`src/hdl/ucc_pkg.sv`:
```
`timescale 1ns / 1ps
// Shared types, constants and calendar tables for the Unix time / calendar converter.
package ucc_pkg;

    // Stream payload widths (whole bytes)
    localparam int S_TDATA_W = 72;
    localparam int M_TDATA_W = 80;

    // Operation codes carried on s_axis_tuser
    localparam logic OP_DATE_TO_SEC = 1'b0;
    localparam logic OP_SEC_TO_DATE = 1'b1;

    // Calendar constants
    localparam logic [11:0] EPOCH_YEAR     = 12'd1970;
    localparam logic [11:0] LEAP_BASE_YEAR = 12'd1969;
    localparam logic [31:0] DAYS_PER_YEAR  = 32'd365;
    localparam logic [16:0] SECS_PER_DAY   = 17'd86400;
    localparam logic [16:0] SECS_PER_HOUR  = 17'd3600;
    localparam logic [16:0] SECS_PER_MIN   = 17'd60;
    localparam logic [16:0] DAYS_PER_CYCLE = 17'd1461;
    localparam logic [10:0] NORM_YEAR_DAYS = 11'd365;
    localparam logic [10:0] LEAP_YEAR_DAYS = 11'd366;

    // Year index inside a four-year cycle (cycle starts at 1970)
    localparam logic [1:0] LEAP_YEAR_IDX = 2'd2;
    localparam logic [1:0] LAST_YEAR_IDX = 2'd3;
    localparam logic [3:0] LAST_MONTH_IDX = 4'd11;

    // Serial divider sizing
    localparam int DIV_REM_W  = 17;
    localparam int DIV_BITS_W = 16;
    localparam int DIV_CNT_W  = 5;

    typedef enum logic [3:0] {
        ST_IDLE,
        ST_YEAR_MAC,
        ST_TIME_MAC,
        ST_DIV_DAY,
        ST_DIV_HOUR,
        ST_DIV_MIN,
        ST_DIV_CYC,
        ST_WALK_YEAR,
        ST_WALK_MONTH,
        ST_DONE
    } ucc_state_t;

    // Request into the serial divider: dividend pre-split into a starting
    // remainder (must be below the divisor) and the bits still to shift in
    typedef struct packed {
        logic                  start;
        logic [DIV_REM_W-1:0]  rem_init;
        logic [DIV_BITS_W-1:0] bits;
        logic [DIV_REM_W-1:0]  divisor;
        logic [DIV_CNT_W-1:0]  count;
    } div_req_t;

    typedef struct packed {
        logic busy;
        logic done;
        logic qbit_valid;
        logic qbit;
    } div_stat_t;

    // Days before the first of a month in a common year, month index 0..11
    function automatic logic [8:0] cum_days(input logic [3:0] month_idx);
        logic [8:0] d;
        case (month_idx)
            4'd0:    d = 9'd0;
            4'd1:    d = 9'd31;
            4'd2:    d = 9'd59;
            4'd3:    d = 9'd90;
            4'd4:    d = 9'd120;
            4'd5:    d = 9'd151;
            4'd6:    d = 9'd181;
            4'd7:    d = 9'd212;
            4'd8:    d = 9'd243;
            4'd9:    d = 9'd273;
            4'd10:   d = 9'd304;
            4'd11:   d = 9'd334;
            default: d = 9'd0;
        endcase
        return d;
    endfunction

    // Length of a month, index 0..11; February gets 29 in a leap year
    function automatic logic [4:0] days_in_month(input logic [3:0] month_idx, input logic leap);
        logic [4:0] d;
        case (month_idx)
            4'd1:    d = leap ? 5'd29 : 5'd28;
            4'd3:    d = 5'd30;
            4'd5:    d = 5'd30;
            4'd8:    d = 5'd30;
            4'd10:   d = 5'd30;
            default: d = 5'd31;
        endcase
        return d;
    endfunction

endpackage

```
`src/hdl/unix_time_calendar_converter_unit.sv`:
```
`timescale 1ns / 1ps
// Top level: Unix seconds <-> calendar date/time converter with stream ports.
//
//  channel | dir | tdata / tuser contents
//  --------+-----+--------------------------------------------------------------
//  s_axis  | in  | tuser: operation; tdata: seconds, year, month, day, hour, min, sec
//  m_axis  | out | tdata: seconds, year, month, day, weekday, hour, minute, second
//
//  Date to seconds: a 12-bit serial multiply-accumulate of the year by 365, then
//  three mixed-radix time digits, one per cycle.
//  Seconds to date: the serial divider (one quotient bit a cycle, 33 bits over
//  four divisions), then the year/month walk.
//  One item at a time; s_axis_tready is high only when idle.
//  The output register holds a finished result while m_axis_tready is low; the
//  next item is accepted meanwhile and waits finished until the register frees.
//  Synchronous active-low reset, no clear pass.
module unix_time_calendar_converter_unit import ucc_pkg::*; (
    input  logic                 aclk,
    input  logic                 aresetn,
    input  logic                 s_axis_tvalid,
    output logic                 s_axis_tready,
    // [31:0] seconds_in, [43:32] year_in, [47:44] month_in, [52:48] day_in,
    // [57:53] hour_in, [63:58] minute_in, [69:64] second_in, [71:70] zero
    input  logic [S_TDATA_W-1:0] s_axis_tdata,
    // [0] operation
    input  logic                 s_axis_tuser,
    output logic                 m_axis_tvalid,
    input  logic                 m_axis_tready,
    // [31:0] seconds_out, [43:32] year_out, [47:44] month_out, [52:48] day_out,
    // [55:53] weekday_out, [60:56] hour_out, [66:61] minute_out,
    // [72:67] second_out, [79:73] zero
    output logic [M_TDATA_W-1:0] m_axis_tdata
);

    ucc_state_t state_reg, state_next;
    logic                 m_valid_reg, m_valid_next;
    logic [M_TDATA_W-1:0] m_data_reg, m_data_next;

    logic        op_reg, op_next;
    logic [3:0]  cnt_reg, cnt_next;
    logic [31:0] acc_reg, acc_next;
    logic [11:0] yo_sh_reg, yo_sh_next;
    logic [9:0]  addend_reg, addend_next;
    logic [17:0] time_sh_reg, time_sh_next;

    logic [15:0] days_reg, days_next;
    logic [2:0]  wd_reg, wd_next;
    logic [4:0]  hour_reg, hour_next;
    logic [5:0]  min_reg, min_next;
    logic [5:0]  sec_reg, sec_next;
    logic [5:0]  cyc_reg, cyc_next;
    logic [10:0] rest_reg, rest_next;
    logic [1:0]  yi_reg, yi_next;
    logic [3:0]  mon_reg, mon_next;

    div_req_t              div_req;
    div_stat_t             div_stat;
    logic [DIV_BITS_W-1:0] div_quot;
    logic [DIV_REM_W-1:0]  div_rem;

    // Input field split
    logic [31:0] in_sec;
    logic [11:0] in_year;
    logic [3:0]  in_month;
    logic [4:0]  in_day;
    logic [4:0]  in_hour;
    logic [5:0]  in_min;
    logic [5:0]  in_secf;

    assign in_sec   = s_axis_tdata[31:0];
    assign in_year  = s_axis_tdata[43:32];
    assign in_month = s_axis_tdata[47:44];
    assign in_day   = s_axis_tdata[52:48];
    assign in_hour  = s_axis_tdata[57:53];
    assign in_min   = s_axis_tdata[63:58];
    assign in_secf  = s_axis_tdata[69:64];

    // Clamp the date and form the years since epoch and the day offset
    logic [11:0] year_c;
    logic [3:0]  month_c;
    logic [4:0]  day_c;
    logic [11:0] years_off;
    logic [11:0] leap_base;
    logic        leap_adj;
    logic [8:0]  doy;

    always_comb begin
        year_c = (in_year < EPOCH_YEAR) ? EPOCH_YEAR : in_year;
        if (in_month == 4'd0) begin
            month_c = 4'd1;
        end else if (in_month > 4'd12) begin
            month_c = 4'd12;
        end else begin
            month_c = in_month;
        end
        day_c     = (in_day == 5'd0) ? 5'd1 : in_day;
        years_off = year_c - EPOCH_YEAR;
        leap_base = year_c - LEAP_BASE_YEAR;
        leap_adj  = (year_c[1:0] == 2'd0) && (month_c > 4'd2);
        doy       = cum_days(month_c - 4'd1) + 9'(leap_adj) + 9'(day_c) - 9'd1;
    end

    // Narrow helpers for the walk and the weekday fold
    logic [3:0]  wd_dbl;
    logic [10:0] year_len;
    logic [10:0] mon_len;
    logic [3:0]  wd_shift;
    logic [2:0]  weekday;
    logic [11:0] year_out;
    logic [31:0] time_mul;

    assign wd_dbl   = {wd_reg, 1'b0} + 4'(div_stat.qbit);
    assign year_len = (yi_reg == LEAP_YEAR_IDX) ? LEAP_YEAR_DAYS : NORM_YEAR_DAYS;
    assign mon_len  = 11'(days_in_month(mon_reg, yi_reg == LEAP_YEAR_IDX));
    // 1970-01-01 was a Thursday: weekday = (days + 3) mod 7
    assign wd_shift = 4'(wd_reg) + 4'd3;
    assign weekday  = (wd_shift >= 4'd7) ? 3'(wd_shift - 4'd7) : wd_shift[2:0];
    assign year_out = EPOCH_YEAR + 12'({cyc_reg, 2'b00}) + 12'(yi_reg);
    // x24 for the hour digit, x60 for minute and second
    assign time_mul = (cnt_reg == 4'd3) ? ((acc_reg << 4) + (acc_reg << 3))
                                        : ((acc_reg << 6) - (acc_reg << 2));

    // Sequencer
    always_comb begin
        state_next   = state_reg;
        m_valid_next = m_valid_reg;
        m_data_next  = m_data_reg;
        op_next      = op_reg;
        cnt_next     = cnt_reg;
        acc_next     = acc_reg;
        yo_sh_next   = yo_sh_reg;
        addend_next  = addend_reg;
        time_sh_next = time_sh_reg;
        days_next    = days_reg;
        wd_next      = wd_reg;
        hour_next    = hour_reg;
        min_next     = min_reg;
        sec_next     = sec_reg;
        cyc_next     = cyc_reg;
        rest_next    = rest_reg;
        yi_next      = yi_reg;
        mon_next     = mon_reg;
        div_req      = '0;

        if (m_axis_tready) begin
            m_valid_next = 1'b0;
        end

        case (state_reg)
            ST_IDLE: begin
                if (s_axis_tvalid) begin
                    op_next = s_axis_tuser;
                    if (s_axis_tuser == OP_DATE_TO_SEC) begin
                        acc_next     = '0;
                        yo_sh_next   = years_off;
                        addend_next  = 10'(leap_base[11:2]) + 10'(doy);
                        time_sh_next = {1'b0, in_hour, in_min, in_secf};
                        cnt_next     = 4'd12;
                        state_next   = ST_YEAR_MAC;
                    end else begin
                        // Top 16 bits are below 86400, so they seed the remainder
                        div_req.start    = 1'b1;
                        div_req.rem_init = {1'b0, in_sec[31:16]};
                        div_req.bits     = in_sec[15:0];
                        div_req.divisor  = SECS_PER_DAY;
                        div_req.count    = DIV_CNT_W'(16);
                        wd_next          = '0;
                        state_next       = ST_DIV_DAY;
                    end
                end
            end

            // days = 365 * years + leap days + day of year, MSB first
            ST_YEAR_MAC: begin
                acc_next = (acc_reg << 1) + (yo_sh_reg[11] ? DAYS_PER_YEAR : 32'd0)
                         + ((cnt_reg == 4'd1) ? 32'(addend_reg) : 32'd0);
                yo_sh_next = {yo_sh_reg[10:0], 1'b0};
                cnt_next   = cnt_reg - 4'd1;
                if (cnt_reg == 4'd1) begin
                    cnt_next   = 4'd3;
                    state_next = ST_TIME_MAC;
                end
            end

            // Mixed radix: ((days*24 + h)*60 + m)*60 + s, wraps at 32 bits
            ST_TIME_MAC: begin
                acc_next     = time_mul + 32'(time_sh_reg[17:12]);
                time_sh_next = {time_sh_reg[11:0], 6'd0};
                cnt_next     = cnt_reg - 4'd1;
                if (cnt_reg == 4'd1) begin
                    state_next = ST_DONE;
                end
            end

            // Quotient bits also fold into days mod 7
            ST_DIV_DAY: begin
                if (div_stat.qbit_valid) begin
                    wd_next = (wd_dbl >= 4'd7) ? 3'(wd_dbl - 4'd7) : wd_dbl[2:0];
                end
                if (div_stat.done) begin
                    days_next        = div_quot;
                    div_req.start    = 1'b1;
                    div_req.rem_init = {5'd0, div_rem[16:5]};
                    div_req.bits     = {div_rem[4:0], 11'd0};
                    div_req.divisor  = SECS_PER_HOUR;
                    div_req.count    = DIV_CNT_W'(5);
                    state_next       = ST_DIV_HOUR;
                end
            end

            ST_DIV_HOUR: begin
                if (div_stat.done) begin
                    hour_next        = div_quot[4:0];
                    div_req.start    = 1'b1;
                    div_req.rem_init = {11'd0, div_rem[11:6]};
                    div_req.bits     = {div_rem[5:0], 10'd0};
                    div_req.divisor  = SECS_PER_MIN;
                    div_req.count    = DIV_CNT_W'(6);
                    state_next       = ST_DIV_MIN;
                end
            end

            ST_DIV_MIN: begin
                if (div_stat.done) begin
                    min_next         = div_quot[5:0];
                    sec_next         = div_rem[5:0];
                    div_req.start    = 1'b1;
                    div_req.rem_init = {7'd0, days_reg[15:6]};
                    div_req.bits     = {days_reg[5:0], 10'd0};
                    div_req.divisor  = DAYS_PER_CYCLE;
                    div_req.count    = DIV_CNT_W'(6);
                    state_next       = ST_DIV_CYC;
                end
            end

            ST_DIV_CYC: begin
                if (div_stat.done) begin
                    cyc_next   = div_quot[5:0];
                    rest_next  = div_rem[10:0];
                    yi_next    = '0;
                    state_next = ST_WALK_YEAR;
                end
            end

            // Whole years of the four-year cycle, third one leap
            ST_WALK_YEAR: begin
                if ((yi_reg != LAST_YEAR_IDX) && (rest_reg >= year_len)) begin
                    rest_next = rest_reg - year_len;
                    yi_next   = yi_reg + 2'd1;
                end else begin
                    mon_next   = '0;
                    state_next = ST_WALK_MONTH;
                end
            end

            ST_WALK_MONTH: begin
                if ((mon_reg != LAST_MONTH_IDX) && (rest_reg >= mon_len)) begin
                    rest_next = rest_reg - mon_len;
                    mon_next  = mon_reg + 4'd1;
                end else begin
                    state_next = ST_DONE;
                end
            end

            // Hand the result to the output register once it is free
            ST_DONE: begin
                if (!m_valid_reg || m_axis_tready) begin
                    m_valid_next = 1'b1;
                    if (op_reg == OP_DATE_TO_SEC) begin
                        m_data_next = {48'd0, acc_reg};
                    end else begin
                        m_data_next = {7'd0, sec_reg, min_reg, hour_reg, weekday,
                                       5'(rest_reg) + 5'd1, mon_reg + 4'd1,
                                       year_out, 32'd0};
                    end
                    state_next = ST_IDLE;
                end
            end

            default: begin
                state_next = ST_IDLE;
            end
        endcase
    end

    // Control state
    always_ff @(posedge aclk) begin
        if (!aresetn) begin
            state_reg   <= ST_IDLE;
            m_valid_reg <= 1'b0;
            cnt_reg     <= '0;
        end else begin
            state_reg   <= state_next;
            m_valid_reg <= m_valid_next;
            cnt_reg     <= cnt_next;
        end
    end

    // Working and result registers
    always_ff @(posedge aclk) begin
        m_data_reg  <= m_data_next;
        op_reg      <= op_next;
        acc_reg     <= acc_next;
        yo_sh_reg   <= yo_sh_next;
        addend_reg  <= addend_next;
        time_sh_reg <= time_sh_next;
        days_reg    <= days_next;
        wd_reg      <= wd_next;
        hour_reg    <= hour_next;
        min_reg     <= min_next;
        sec_reg     <= sec_next;
        cyc_reg     <= cyc_next;
        rest_reg    <= rest_next;
        yi_reg      <= yi_next;
        mon_reg     <= mon_next;
    end

    ucc_serial_div u_div (
        .aclk    (aclk),
        .aresetn (aresetn),
        .req     (div_req),
        .stat    (div_stat),
        .quot    (div_quot),
        .rem     (div_rem)
    );

    assign s_axis_tready = (state_reg == ST_IDLE);
    assign m_axis_tvalid = m_valid_reg;
    assign m_axis_tdata  = m_data_reg;

endmodule

```
`src/hdl/ucc_serial_div.sv`:
```
`timescale 1ns / 1ps
// Restoring divider, one quotient bit per cycle, constant-sized operands.
module ucc_serial_div import ucc_pkg::*; (
    input  logic                  aclk,
    input  logic                  aresetn,
    input  div_req_t              req,
    output div_stat_t             stat,
    output logic [DIV_BITS_W-1:0] quot,
    output logic [DIV_REM_W-1:0]  rem
);

    logic                  busy_reg, busy_next;
    logic                  done_reg, done_next;
    logic [DIV_CNT_W-1:0]  cnt_reg, cnt_next;
    logic [DIV_REM_W-1:0]  rem_reg, rem_next;
    logic [DIV_BITS_W-1:0] bits_reg, bits_next;
    logic [DIV_BITS_W-1:0] quot_reg, quot_next;
    logic [DIV_REM_W-1:0]  divisor_reg, divisor_next;

    logic [DIV_REM_W:0]    trial;
    logic [DIV_REM_W:0]    diff;
    logic                  ge;

    // One trial subtraction per cycle
    assign trial = {rem_reg, bits_reg[DIV_BITS_W-1]};
    assign diff  = trial - {1'b0, divisor_reg};
    assign ge    = (trial >= {1'b0, divisor_reg});

    always_comb begin
        busy_next    = busy_reg;
        done_next    = 1'b0;
        cnt_next     = cnt_reg;
        rem_next     = rem_reg;
        bits_next    = bits_reg;
        quot_next    = quot_reg;
        divisor_next = divisor_reg;
        if (req.start) begin
            busy_next    = 1'b1;
            cnt_next     = req.count;
            rem_next     = req.rem_init;
            bits_next    = req.bits;
            quot_next    = '0;
            divisor_next = req.divisor;
        end else if (busy_reg) begin
            rem_next  = ge ? diff[DIV_REM_W-1:0] : trial[DIV_REM_W-1:0];
            bits_next = {bits_reg[DIV_BITS_W-2:0], 1'b0};
            quot_next = {quot_reg[DIV_BITS_W-2:0], ge};
            cnt_next  = cnt_reg - DIV_CNT_W'(1);
            if (cnt_reg == DIV_CNT_W'(1)) begin
                busy_next = 1'b0;
                done_next = 1'b1;
            end
        end
    end

    // Control state
    always_ff @(posedge aclk) begin
        if (!aresetn) begin
            busy_reg <= 1'b0;
            done_reg <= 1'b0;
            cnt_reg  <= '0;
        end else begin
            busy_reg <= busy_next;
            done_reg <= done_next;
            cnt_reg  <= cnt_next;
        end
    end

    // Datapath
    always_ff @(posedge aclk) begin
        rem_reg     <= rem_next;
        bits_reg    <= bits_next;
        quot_reg    <= quot_next;
        divisor_reg <= divisor_next;
    end

    assign stat.busy       = busy_reg;
    assign stat.done       = done_reg;
    assign stat.qbit_valid = busy_reg;
    assign stat.qbit       = ge;
    assign quot            = quot_reg;
    assign rem             = rem_reg;

endmodule

```
`config.mk`:
```
export PLATFORM = sky130hd
export DESIGN_NAME = unix_time_calendar_converter_unit
export DESIGN_NICKNAME = d
export VERILOG_FILES = /design/src/hdl/ucc_pkg.sv /design/src/hdl/unix_time_calendar_converter_unit.sv /design/src/hdl/ucc_serial_div.sv
export SDC_FILE = /design/constraint.sdc
export NUM_CORES = 1
export LEC_CHECK = 0
export BUFFER_PORTS_ARGS = -buffer_cell sky130_fd_sc_hd__clkbuf_2
export CAP_MARGIN = 5
export CORE_ASPECT_RATIO = 1.75
export CORE_UTILIZATION = 40
export CTS_CLUSTER_SIZE = 10
export DETAILED_ROUTE_END_ITERATION = 16
export PLACE_DENSITY_LB_ADDON = 0.15
export SYNTH_ARGS = -nofsm -noshare
export SYNTH_HDL_FRONTEND = slang
export SYNTH_SLANG_ARGS = --single-unit
export TNS_END_PERCENT = 10
```
`constraint.sdc`:
```
create_clock -name aclk -period 5.81 [get_ports aclk]
set_input_delay 1.4525 -clock aclk [delete_from_list [all_inputs] [get_ports aclk]]
set_output_delay 1.4525 -clock aclk [all_outputs]
set_load 0.03 [all_outputs]
```
======== Yosys cells after proc, flatten, opt, wreduce, memory -nomap -nowiden ========
Memory sizes are Yosys's and may differ from the RTL's.
Cells that the tools add are included.
storage, ports and cells
  input bits .............................. 77
  memories ................................ 1
  bits in registers ....................... 294
  bits in read-only memories .............. 144
  output and inout port bits .............. 82
  logic and storage cells ................. 205
memories
  memory            words  bits a word  read ports  clocked after Yosys merged registers in  write ports  line           text
  (name not given)  16     9            1           0                                        0            ucc_pkg.sv:67  case (month_idx)
cells by class
  add/subtract/negate cells ............... 26
  eq/ne operators ......................... 35
  $lt $le $gt $ge ......................... 8
  bitwise logic cells ..................... 3
  multiplexer cells ....................... 71
  reduce and logical (&&, ||, !) cells .... 34
operators by type and width
  cell                                                                   count
  56-bit 2-to-1 mux                                                      5
  56-bit one-hot mux with 4 select lines                                 1
  32-bit 2-to-1 mux                                                      3
  32-bit one-hot mux with 3 select lines                                 1
  4-bit 2-to-1 mux                                                       17
  17-bit 2-to-1 mux                                                      3
  4-bit one-hot mux with 10 select lines                                 1
  12-bit 2-to-1 mux                                                      3
  18-bit 2-to-1 mux                                                      2
  18-bit one-hot mux with 2 select lines                                 1
  11-bit 2-to-1 mux                                                      3
  11-bit one-hot mux with 3 select lines                                 1
  32-bit by 10-bit adder with 32-bit output                              1
  32-bit adder                                                           1
  32-bit by 6-bit adder with 32-bit output                               1
  32-bit by 9-bit adder with 32-bit output                               1
  16-bit 2-to-1 mux                                                      2
  32-bit subtractor                                                      1
  12-bit one-hot mux with 2 select lines                                 1
  12-bit by 11-bit subtractor with 12-bit output, second input constant  2
  4-bit by 3-bit equality test with 1-bit output, second input constant  5
  2-bit != test, second input constant                                   10
  18-bit by 17-bit greater-or-equal comparator with 1-bit output         1
  3-bit AND reduction                                                    6
  54 further kinds                                                       104

======== Logic depth before layout (Yosys ltp) ========
Gate-level depths: netlist (run 1).
  depth in word-level cells ............... 9
  gate-level depth with buffers ........... 24

======== By module ========
From an unflattened synthesis (run 1), not the netlist that was laid out.
unflattened totals
  cell total of the unflattened synthesis .. 2128
  area, all modules ....................... 20317.0 um2
modules (own cells, without submodules)
  module                             cells each  seq. area each (um2)  instances  area each (um2)
  unix_time_calendar_converter_unit  1765        6336.1                1          16377.0
  ucc_serial_div                     363         1961.9                1          3940.0

======== Least setup slack after synthesis (run 1) ========
Ideal clock, no wire load.
  kind .................................... input port to flip-flop
  from .................................... in s_axis_tdata[46]
  to ...................................... reg addend_reg[9], data pin
  library setup time ...................... 259 ps
  cell stages on the path ................. 23
  data arrival time ....................... 5414 ps
  path buffers ............................ 1
  path slack .............................. 137 ps
  cell sequence ........................... nand2_1 > a21oi_1 > nand2_1 > ha_1 > clkbuf_1 > nor2_1 > a21oi_1 > nand2_1 > o21ai_0 > ha_1 > inv_1 > ha_1 > fa_1 > ha_1 > a21o_1 > a21oi_1 > o21bai_1 > a21oi_1 > o21bai_1 > a21oi_1 > o21bai_1 > a21oi_1 > xnor2_1
on the way
  longest elaborated chain between the ends .. 9
  elaborated cells between the ends (all ways) .. 12
  those cells by class .................... add/sub (5); order compare (2); mux (2); reduce/logical (2); memory (1)
ends and longest elaborated chain
  item                                                                                                                     line                                                                               text
  start: declaration                                                                                                       unix_time_calendar_converter_unit.sv:24                                            input logic [S_TDATA_W-1:0] s_axis_tdata,
  4-bit greater-than comparator                                                                                            unix_time_calendar_converter_unit.sv:91                                            end else if (in_month > 4'd12) begin
  4-bit 2-to-1 mux                                                                                                         unix_time_calendar_converter_unit.sv:91
  4-bit 2-to-1 mux *                                                                                                       unix_time_calendar_converter_unit.sv:89                                            if (in_month == 4'd0) begin
  4-bit by 1-bit subtractor with 4-bit output or 4-bit by 2-bit greater-than comparator with 1-bit output (tied branches)  unix_time_calendar_converter_unit.sv:100, unix_time_calendar_converter_unit.sv:99
  memory read 16 x 9 bit or 1-bit logical AND (tied branches)                                                              --
  9-bit by 1-bit adder with 9-bit output *                                                                                 unix_time_calendar_converter_unit.sv:100                                           doy = cum_days(month_c - 4'd1) + 9'(leap_adj) + 9'(day_c) - 9'd1;
  9-bit by 5-bit adder with 9-bit output *                                                                                 unix_time_calendar_converter_unit.sv:100
  9-bit by 1-bit subtractor with 9-bit output *                                                                            unix_time_calendar_converter_unit.sv:100
  10-bit by 9-bit adder with 10-bit output *                                                                               unix_time_calendar_converter_unit.sv:156                                           addend_next = 10'(leap_base[11:2]) + 10'(doy);
  end signal: assignment                                                                                                   unix_time_calendar_converter_unit.sv:305                                           addend_reg <= addend_next;
  end: declaration                                                                                                         unix_time_calendar_converter_unit.sv:43                                            logic [9:0] addend_reg, addend_next;
Every way passes the cells marked *; elsewhere a longest branch is shown, timed or not.
A chain may end at the register's enable or synchronous reset.

======== Final worst setup path (run 1) ========
  from .................................... reg cnt_reg[0]
  to ...................................... reg acc_reg[31], data pin
on the way
  longest elaborated chain between the ends .. 4
  elaborated cells between the ends (all ways) .. 7
  those cells by class .................... add/sub (2); eq/ne (2); mux (3)
ends and longest elaborated chain
  item                                                                                                              line                                                                                text
  start: declaration                                                                                                unix_time_calendar_converter_unit.sv:40                                             logic [3:0] cnt_reg, cnt_next;
  start signal: assignment                                                                                          unix_time_calendar_converter_unit.sv:295                                            cnt_reg <= cnt_next;
  4-bit by 2-bit equality test with 1-bit output or 4-bit by 1-bit equality test with 1-bit output (tied branches)  unix_time_calendar_converter_unit.sv:120, unix_time_calendar_converter_unit.sv:176
  32-bit 2-to-1 mux or 10-bit 2-to-1 mux (tied branches)                                                            unix_time_calendar_converter_unit.sv:120, unix_time_calendar_converter_unit.sv:176
  32-bit by 6-bit adder with 32-bit output or 32-bit by 10-bit adder with 32-bit output (tied branches)             unix_time_calendar_converter_unit.sv:187, unix_time_calendar_converter_unit.sv:176
  32-bit one-hot mux with 3 select lines *                                                                          unix_time_calendar_converter_unit.sv:149                                            case (state_reg)
  named net acc_next[31]                                                                                            unix_time_calendar_converter_unit.sv:41                                             logic [31:0] acc_reg, acc_next;
  end signal: assignment                                                                                            unix_time_calendar_converter_unit.sv:303                                            acc_reg <= acc_next;
  end: declaration                                                                                                  unix_time_calendar_converter_unit.sv:41
The timed path passes the listed nets; every way through them passes the cells marked *.

==> results of run 1 <==
-- power breakdown --
part / internal (uW) / leakage (uW) / total [uW] / switching, uW
registers: 2930 / 0.00258 / 3450 / 521
clock network: 1100 / 0.000476 / 1960 / 855
logic: 3020 / 0.00566 / 7580 / 4560
-- layout by cell type, fill, tap and decap left out, types with 10 or more instances in the layout --
cell	instances
nand3_1	39
clkbuf_2	149
a31oi_1	19
xor2_1	53
o31ai_1	10
a211oi_1	12
nor2b_1	33
o21bai_1	12
nand2b_1	17
a21o_1	41
edfxtp_1	246
clkbuf_16	34
a21boi_0	11
nand4_1	19
nor3b_1	12
ha_1	138
o21ai_0	85
a222oi_1	16
and3_1	17
nor2_1	165
a21oi_1	133
o21a_1	19
a22o_1	15
fa_1	12
buf_4	28
o211ai_1	21
inv_1	124
dfxtp_1	32
o22ai_1	31
nor3_1	34
nand2_1	176
xnor2_1	92
clkbuf_1	17
and2_1	65
mux2i_1	45
-- worst reg2reg max path, stage by stage, from the launching register on --
cell and delay, ns:
dfxtp_1 0.43, ha_1 0.18, nor3b_1 0.46, buf_4 0.25, and2_1 0.15, fa_1 0.42, ha_1 0.34, nor2b_1 0.14
o21ai_0 0.11, a21oi_1 0.23, o21ai_0 0.18, a211oi_1 0.59, o2111ai_1 0.37, nor4_1 0.52, nand2_1 0.18, nor2_1 0.19
xnor2_1 0.14, o22ai_1 0.10
-- synthesized netlist by cell type (8+ instances only) --
library cell / number / area (um2)
nand3_1: 39 / 195.2
nand2_1: 176 / 660.6
a222oi_1: 16 / 160.2
o21a_1: 19 / 142.6
a21boi_0: 11 / 82.58
o21ai_0: 85 / 425.4
mux2i_1: 45 / 450.4
a211oi_1: 12 / 90.09
nor3b_1: 12 / 90.09
o211ai_1: 21 / 157.7
edfxtp_1: 246 / 7387
o31ai_1: 10 / 75.07
a31oi_1: 19 / 118.9
and3_1: 17 / 106.4
nand4_1: 19 / 118.9
nor2_1: 165 / 619.3
buf_2: 16 / 80.08
a221o_1: 8 / 80.08
a22o_1: 15 / 131.4
nor3_1: 36 / 180.2
o22ai_1: 31 / 193.9
inv_1: 124 / 465.5
and2_1: 65 / 406.6
clkbuf_1: 57 / 214.0
ha_1: 138 / 1727
xor2_1: 53 / 464.2
nor2b_1: 34 / 212.7
dfxtp_1: 32 / 640.6
nand2b_1: 17 / 106.4
a21oi_1: 134 / 670.6
buf_4: 11 / 82.58
a21o_1: 41 / 307.8
or2_2: 8 / 50.05
nor4_1: 8 / 50.05
fa_1: 12 / 240.2
xnor2_1: 92 / 805.8
o21bai_1: 12 / 90.09
or3_1: 8 / 50.05
-- area by class of cell --
cell class | instances | area [um2]
well taps | 588 | 735.7
clock buffers | 51 | 914.6
inverters | 126 | 473.0
flip-flops and latches | 278 | 8028
fillers | 4492 | 25540
repair buffers | 177 | 955.9
multi-input cells | 1486 | 10300
clock inverters | 4 | 86.33
-- metrics by stage --
step | cells | hold WS (ns)
global placement | 2655 | 0.4129
CTS | 2710 | 0.4326
global route | 2710 | 0.4564
finish | 2710 | 0.4335
floorplan | 1981 | 0.4076
detailed placement | 2655 | 0.4199
-- worst max-delay path by stage --
stage / from / endpoint
2_1_floorplan: s_axis_tdata[46] / addend_reg[9]
3_3_place_gp: s_axis_tdata[35] / addend_reg[9]
3_5_place_dp: s_axis_tdata[46] / addend_reg[9]
4_1_cts: cnt_reg[0] / acc_reg[31]
5_1_grt: cnt_reg[0] / acc_reg[31]
6_report: cnt_reg[0] / acc_reg[31]
-- metal layers --
| layer | track usage | vias to the layer above | wire, um | share of wire |
|---|---|---|---|---|
| met2 | 0.4072 | 327 | 27890 | 0.55 |
| li1 | - | 7458 | - | - |
| met5 | 0 | - | 12 | 0.00024 |
| met3 | 0.02271 | 115 | 1650 | 0.032 |
| met4 | 0.09801 | 2 | 2263 | 0.044 |
| met1 | 0.2206 | 7147 | 19120 | 0.38 |
-- logic make-up after synthesis --
kind of cell | after synthesis
flip-flops | 278
multiplexers | 48
AO/OA/AOI/OAI | 494
adder cells (fa/ha/maj) | 150
buffers and inverters | 217
XOR/XNOR | 145
AND/OR/NAND/NOR | 642
other | 1
==> flow_summary.ini, run 1 <==
[run_status]
outcome = completed

[clocking]
postCtsHoldBufs = 0
clock-sinks = 278
cts_tree = yes
cts_buffer_depth = 3
cts_setup_buffers = 0
path_clk_slew_ns = 0.06
ctsHtreeMaxLevel = 2
clk_latency_ns = 0.54
ctsResizeCount = 0
cts_buffers = 34
cts-root-buf = clkbuf_16

[setup_path]
rrSetupSlack_ns = 0.56
cp.depth = 17
critPathArrivalTime_ns = 5.48
required_ns = 6.04
path_class = reg -> reg
cp_max_fo = 11
r2r_start = cnt_reg[0]
cp_num_buf_inv = 1
crit_slowest_cell = a211oi_1
cp-start-kind = flop
slowest_delay_ns = 0.59
cp_top_family = simple AND/OR/NAND/NOR gates
endpoint_kind = flop
r2r_end = acc_reg[31]
path_cells = ha_1 > nor3b_1 > buf_4 > and2_1 > fa_1 > ha_1 > nor2b_1 > o21ai_0 > a21oi_1 > o21ai_0 > a211oi_1 > o2111ai_1 > nor4_1 > nand2_1 > nor2_1 > xnor2_1 > o22ai_1
rr_worst_depth = 17

[timing]
period_share = 0.9036
rsz0062_at_grt = false
max_freq_ghz = 0.1905
slew_violations = 0
hold_violations = 0
fin_crit_ns = 5.250
fin_ws_ns = 0.5600
worst_slew_pin_slew_ns = 1.116
fin_tns_setup_ns = 0
clock_skew_ns = 0.03325
setup_violations = 0
relSlewSlack = 0.2561

[global_route]
grt_use_total = 0.2093
grt_start_max_net_pins = 74
antenna_found_initial = 1
grt_pass1_wl_mm = 80.96
grt_pass1_vias = 15290
grt.overflow.total = 0

[hold_path]
worstHoldStart = u_div.quot[15]
min_delay_worst_endpoint = days_reg[15]
hold_depth = 0
min_path_type = reg -> reg

[job]
cap_violations = 0

[finish]
largest_register_ff_count = 73
area_delta_synth_final_pct = 12.25
drive_gt1_frac = 0.1230
layout.nets = 2330
post-route-util = 0.4570
finalInstanceArea_mm2 = 0.02149
diodes = 0

[drt]
vias = 15050
viasPerCell = 5.553
final_antenna_net_count = 0
wl_per_cell_um = 18.80
drtIter0Drc = 758
drt_first_pass_iters = 7
routed_wl_mm = 50.94
drc = 0

[floorplanning]
core_mm2 = 0.04703
fp.dieW_um = 167.4
io_pins = 159
die-area_mm2 = 0.04878
die_y_um = 291.4
initial_core_util = 0.4071
rows = 105

[yosys]
synthXorXnorAreaFrac = 0.06632
syn_area_mm2 = 0.01915
synth-seq-cells = 278
synth-simple-area-share = 0.1687
synthMuxAreaShare = 0.02529
synth_compound_area_frac = 0.1717
synth_top_family_by_area = compound AO/OA/AOI/OAI gates
synthAdderAreaFrac = 0.1027
synth_edf_count = 246
avgSynthCellArea_um2 = 9.695
ys_types = 93
ys.flop_type = edfxtp_1
netlist_instances = 1975
ys_seq_area_frac = 0.4192
synth_warnings = 0
synthArstFlopShare = 0

[pwr]
cellPowerDensity_mw_per_mm2 = 604.5
total_power_uw = 12990
vdd_drop_max_uv = 298.4
leakage_uw = 0.008717

[place]
place_ws_ns = 0.1949
port-buffer-count = 149
gp_congestion = 0.8877
dpl_cell_area_mm2 = 0.02049
hpwl_mm = 38.66
Power figures use the tool's default switching activity.
==> run 2, diff against run 1 <==
--- a/config.mk
+++ b/config.mk
@@ -7,7 +7,7 @@
 export LEC_CHECK = 0
 export BUFFER_PORTS_ARGS = -buffer_cell sky130_fd_sc_hd__clkbuf_2
 export CAP_MARGIN = 5
-export CORE_ASPECT_RATIO = 1.75
+export CORE_ASPECT_RATIO = 1.4
 export CORE_UTILIZATION = 40
 export CTS_CLUSTER_SIZE = 10
 export DETAILED_ROUTE_END_ITERATION = 16
==> run 2 against run 1 <==
Sequential power hardly changed. Fmax is 0.39% higher. Global-route usage is 0.67 points lower. Flip-flop and latch count stayed put. Clock skew is 0.012 ns lower. Total power hardly changed. Register-to-register slack better by 0.05 ns. First-iteration DRC count is 3.4% higher. Combinational power is 0.9% lower. Utilization hardly changed.
==> flow_summary.ini, run 2 (synthesized netlist as in run 1, its figures left out) <==
[drt]
vias = 15010
routed_wl_mm = 49.74
wl_per_cell_um = 18.10
final_antenna_net_count = 0
drc = 0
drt_first_pass_iters = 5
drtIter0Drc = 784
viasPerCell = 5.462

[floorplanning]
fp.dieW_um = 186.9
die-area_mm2 = 0.04876
die_y_um = 260.9
core_mm2 = 0.04716
io_pins = 159
rows = 94
initial_core_util = 0.4060

[clocking]
cts_tree = yes
cts_setup_buffers = 0
path_clk_slew_ns = 0.06
cts_buffers = 35
cts-root-buf = clkbuf_16
postCtsHoldBufs = 0
clk_latency_ns = 0.54
ctsResizeCount = 0
ctsHtreeMaxLevel = 2
cts_buffer_depth = 3
clock-sinks = 278

[setup_path]
path_cells = clkbuf_2 > nor3_1 > nor2_1 > or2_2 > a31oi_1 > nor2_1 > ha_1 > nand3_1 > o21ai_0 > a21o_1 > ha_1 > a21o_1 > a21oi_1 > o21bai_1 > a21oi_1 > o21bai_1 > a21oi_1 > o21bai_1 > a21oi_1 > xnor2_1
r2r_start = cnt_reg[1]
crit_slowest_cell = a31oi_1
path_common_cell = a21oi_1
slowest_delay_ns = 0.50
cp-start-kind = input pin
path_class = in -> reg
rrSetupSlack_ns = 0.61
cp_max_fo = 9
required_ns = 6.09
r2r_end = acc_reg[31]
critPathArrivalTime_ns = 5.51
endpoint_kind = flop
rr_worst_depth = 19

[finish]
layout.nets = 2329
diodes = 0
drive_gt1_frac = 0.1234
largest_register_ff_count = 73
area_delta_synth_final_pct = 12.55
final_cell_mix = edfxtp_1 (246), nand2_1 (176), nor2_1 (165)
instances_no_fill = 2748
final_common_cell = edfxtp_1

[timing]
fin_crit_ns = 5.230
relSlewSlack = 0.2297
hold_violations = 0
setup_violations = 0
period_share = 0.9001
clock_skew_ns = 0.02103
max_freq_ghz = 0.1912
slew_violations = 0
rsz0062_at_grt = false
worst_slew_pin_slew_ns = 1.156
fin_tns_setup_ns = 0
whs_ns = 0.4324

[global_route]
grt.overflow.total = 0
antenna_found_initial = 0
grt_start_max_net_pins = 74
grt_use_total = 0.2026
grt_pass1_wl_mm = 79.01
grt_pass1_vias = 15160

[pwr]
total_power_uw = 12990
leakage_uw = 0.008728
vdd_drop_max_uv = 276.9
cellPowerDensity_mw_per_mm2 = 602.5

[place]
port-buffer-count = 149
hpwl_mm = 36.98
gp_congestion = 0.8961
placed_cells = 2689

[hold_path]
worstHoldStart = u_div.quot[15]
min_delay_worst_endpoint = days_reg[15]
hold_depth = 0
min_path_type = reg -> reg

[run_status]
outcome = completed

[job]
cap_violations = 0
run 2: cell count changes in the layout (fill, tap and decap cells not counted), moves of 2 or more:
| cell | change |
|---|---|
| clkinv_1 | +3 |
| buf_4 | -2 |
| clkbuf_1 | -2 |
| clkbuf_16 | +2 |
| clkinv_16 | -2 |
| clkinv_2 | +2 |
run 2: final cells by class:
cell class / count / area [um2]
timing repair buffer: 175 / 940.9
inverter: 126 / 473.0
multi-input combinational: 1486 / 10300
tap: 624 / 780.7
clock buffer: 51 / 957.2
sequential: 278 / 8028
fill: 4591 / 25610
clock inverter: 8 / 70.07
run 2: worst max path at each step:
| stage | endpoint | slack [ns] | from | depth (start not counted) |
|---|---|---|---|---|
| after CTS | addend_reg[9] | 0.61 | s_axis_tdata[35] | 19 |
| after global routing | addend_reg[9] | 0.18 | s_axis_tdata[35] | 20 |
| after detailed placement | addend_reg[9] | 0.06 | s_axis_tdata[35] | 19 |
| after floorplan | addend_reg[9] | 0.14 | s_axis_tdata[46] | 23 |
| after global placement | addend_reg[9] | 0.15 | s_axis_tdata[35] | 20 |
| final | addend_reg[9] | 0.58 | s_axis_tdata[35] | 20 |
run 2: worst max-delay path: cells and delay by family:
kind	cells	cell delay, ns
compound gates	11	2.15
xor+xnor	1	0.09
fa+ha+maj	2	0.63
buf+inv	1	0.14
simple gates	5	1.04
run 2: metal layers:
metal	GRT usage	vias to the layer above	wire length [um]
met5	0	-	0
li1	-	7433	-
met3	0.02421	87	1844
met4	0.07400	0	1476
met2	0.3850	355	25980
met1	0.2314	7134	20430
run 2: where the power goes:
part           switching (uW)  internal [uW]
clock network             862           1150
registers                 526           2930
logic                    4490           3030
total                    5870           7110
run 2: through the flow:
step / setup slack [ns] / instance area (um2) / utilization
global placement: 0.1496 / 20520 / 0.4352
floorplan: 0.1365 / 19170 / -
global route: 0.1792 / 21550 / 0.4569
CTS: 0.6086 / 21550 / 0.4569
finish: 0.5804 / 21550 / 0.4569
detailed placement: 0.06332 / 20520 / 0.4352
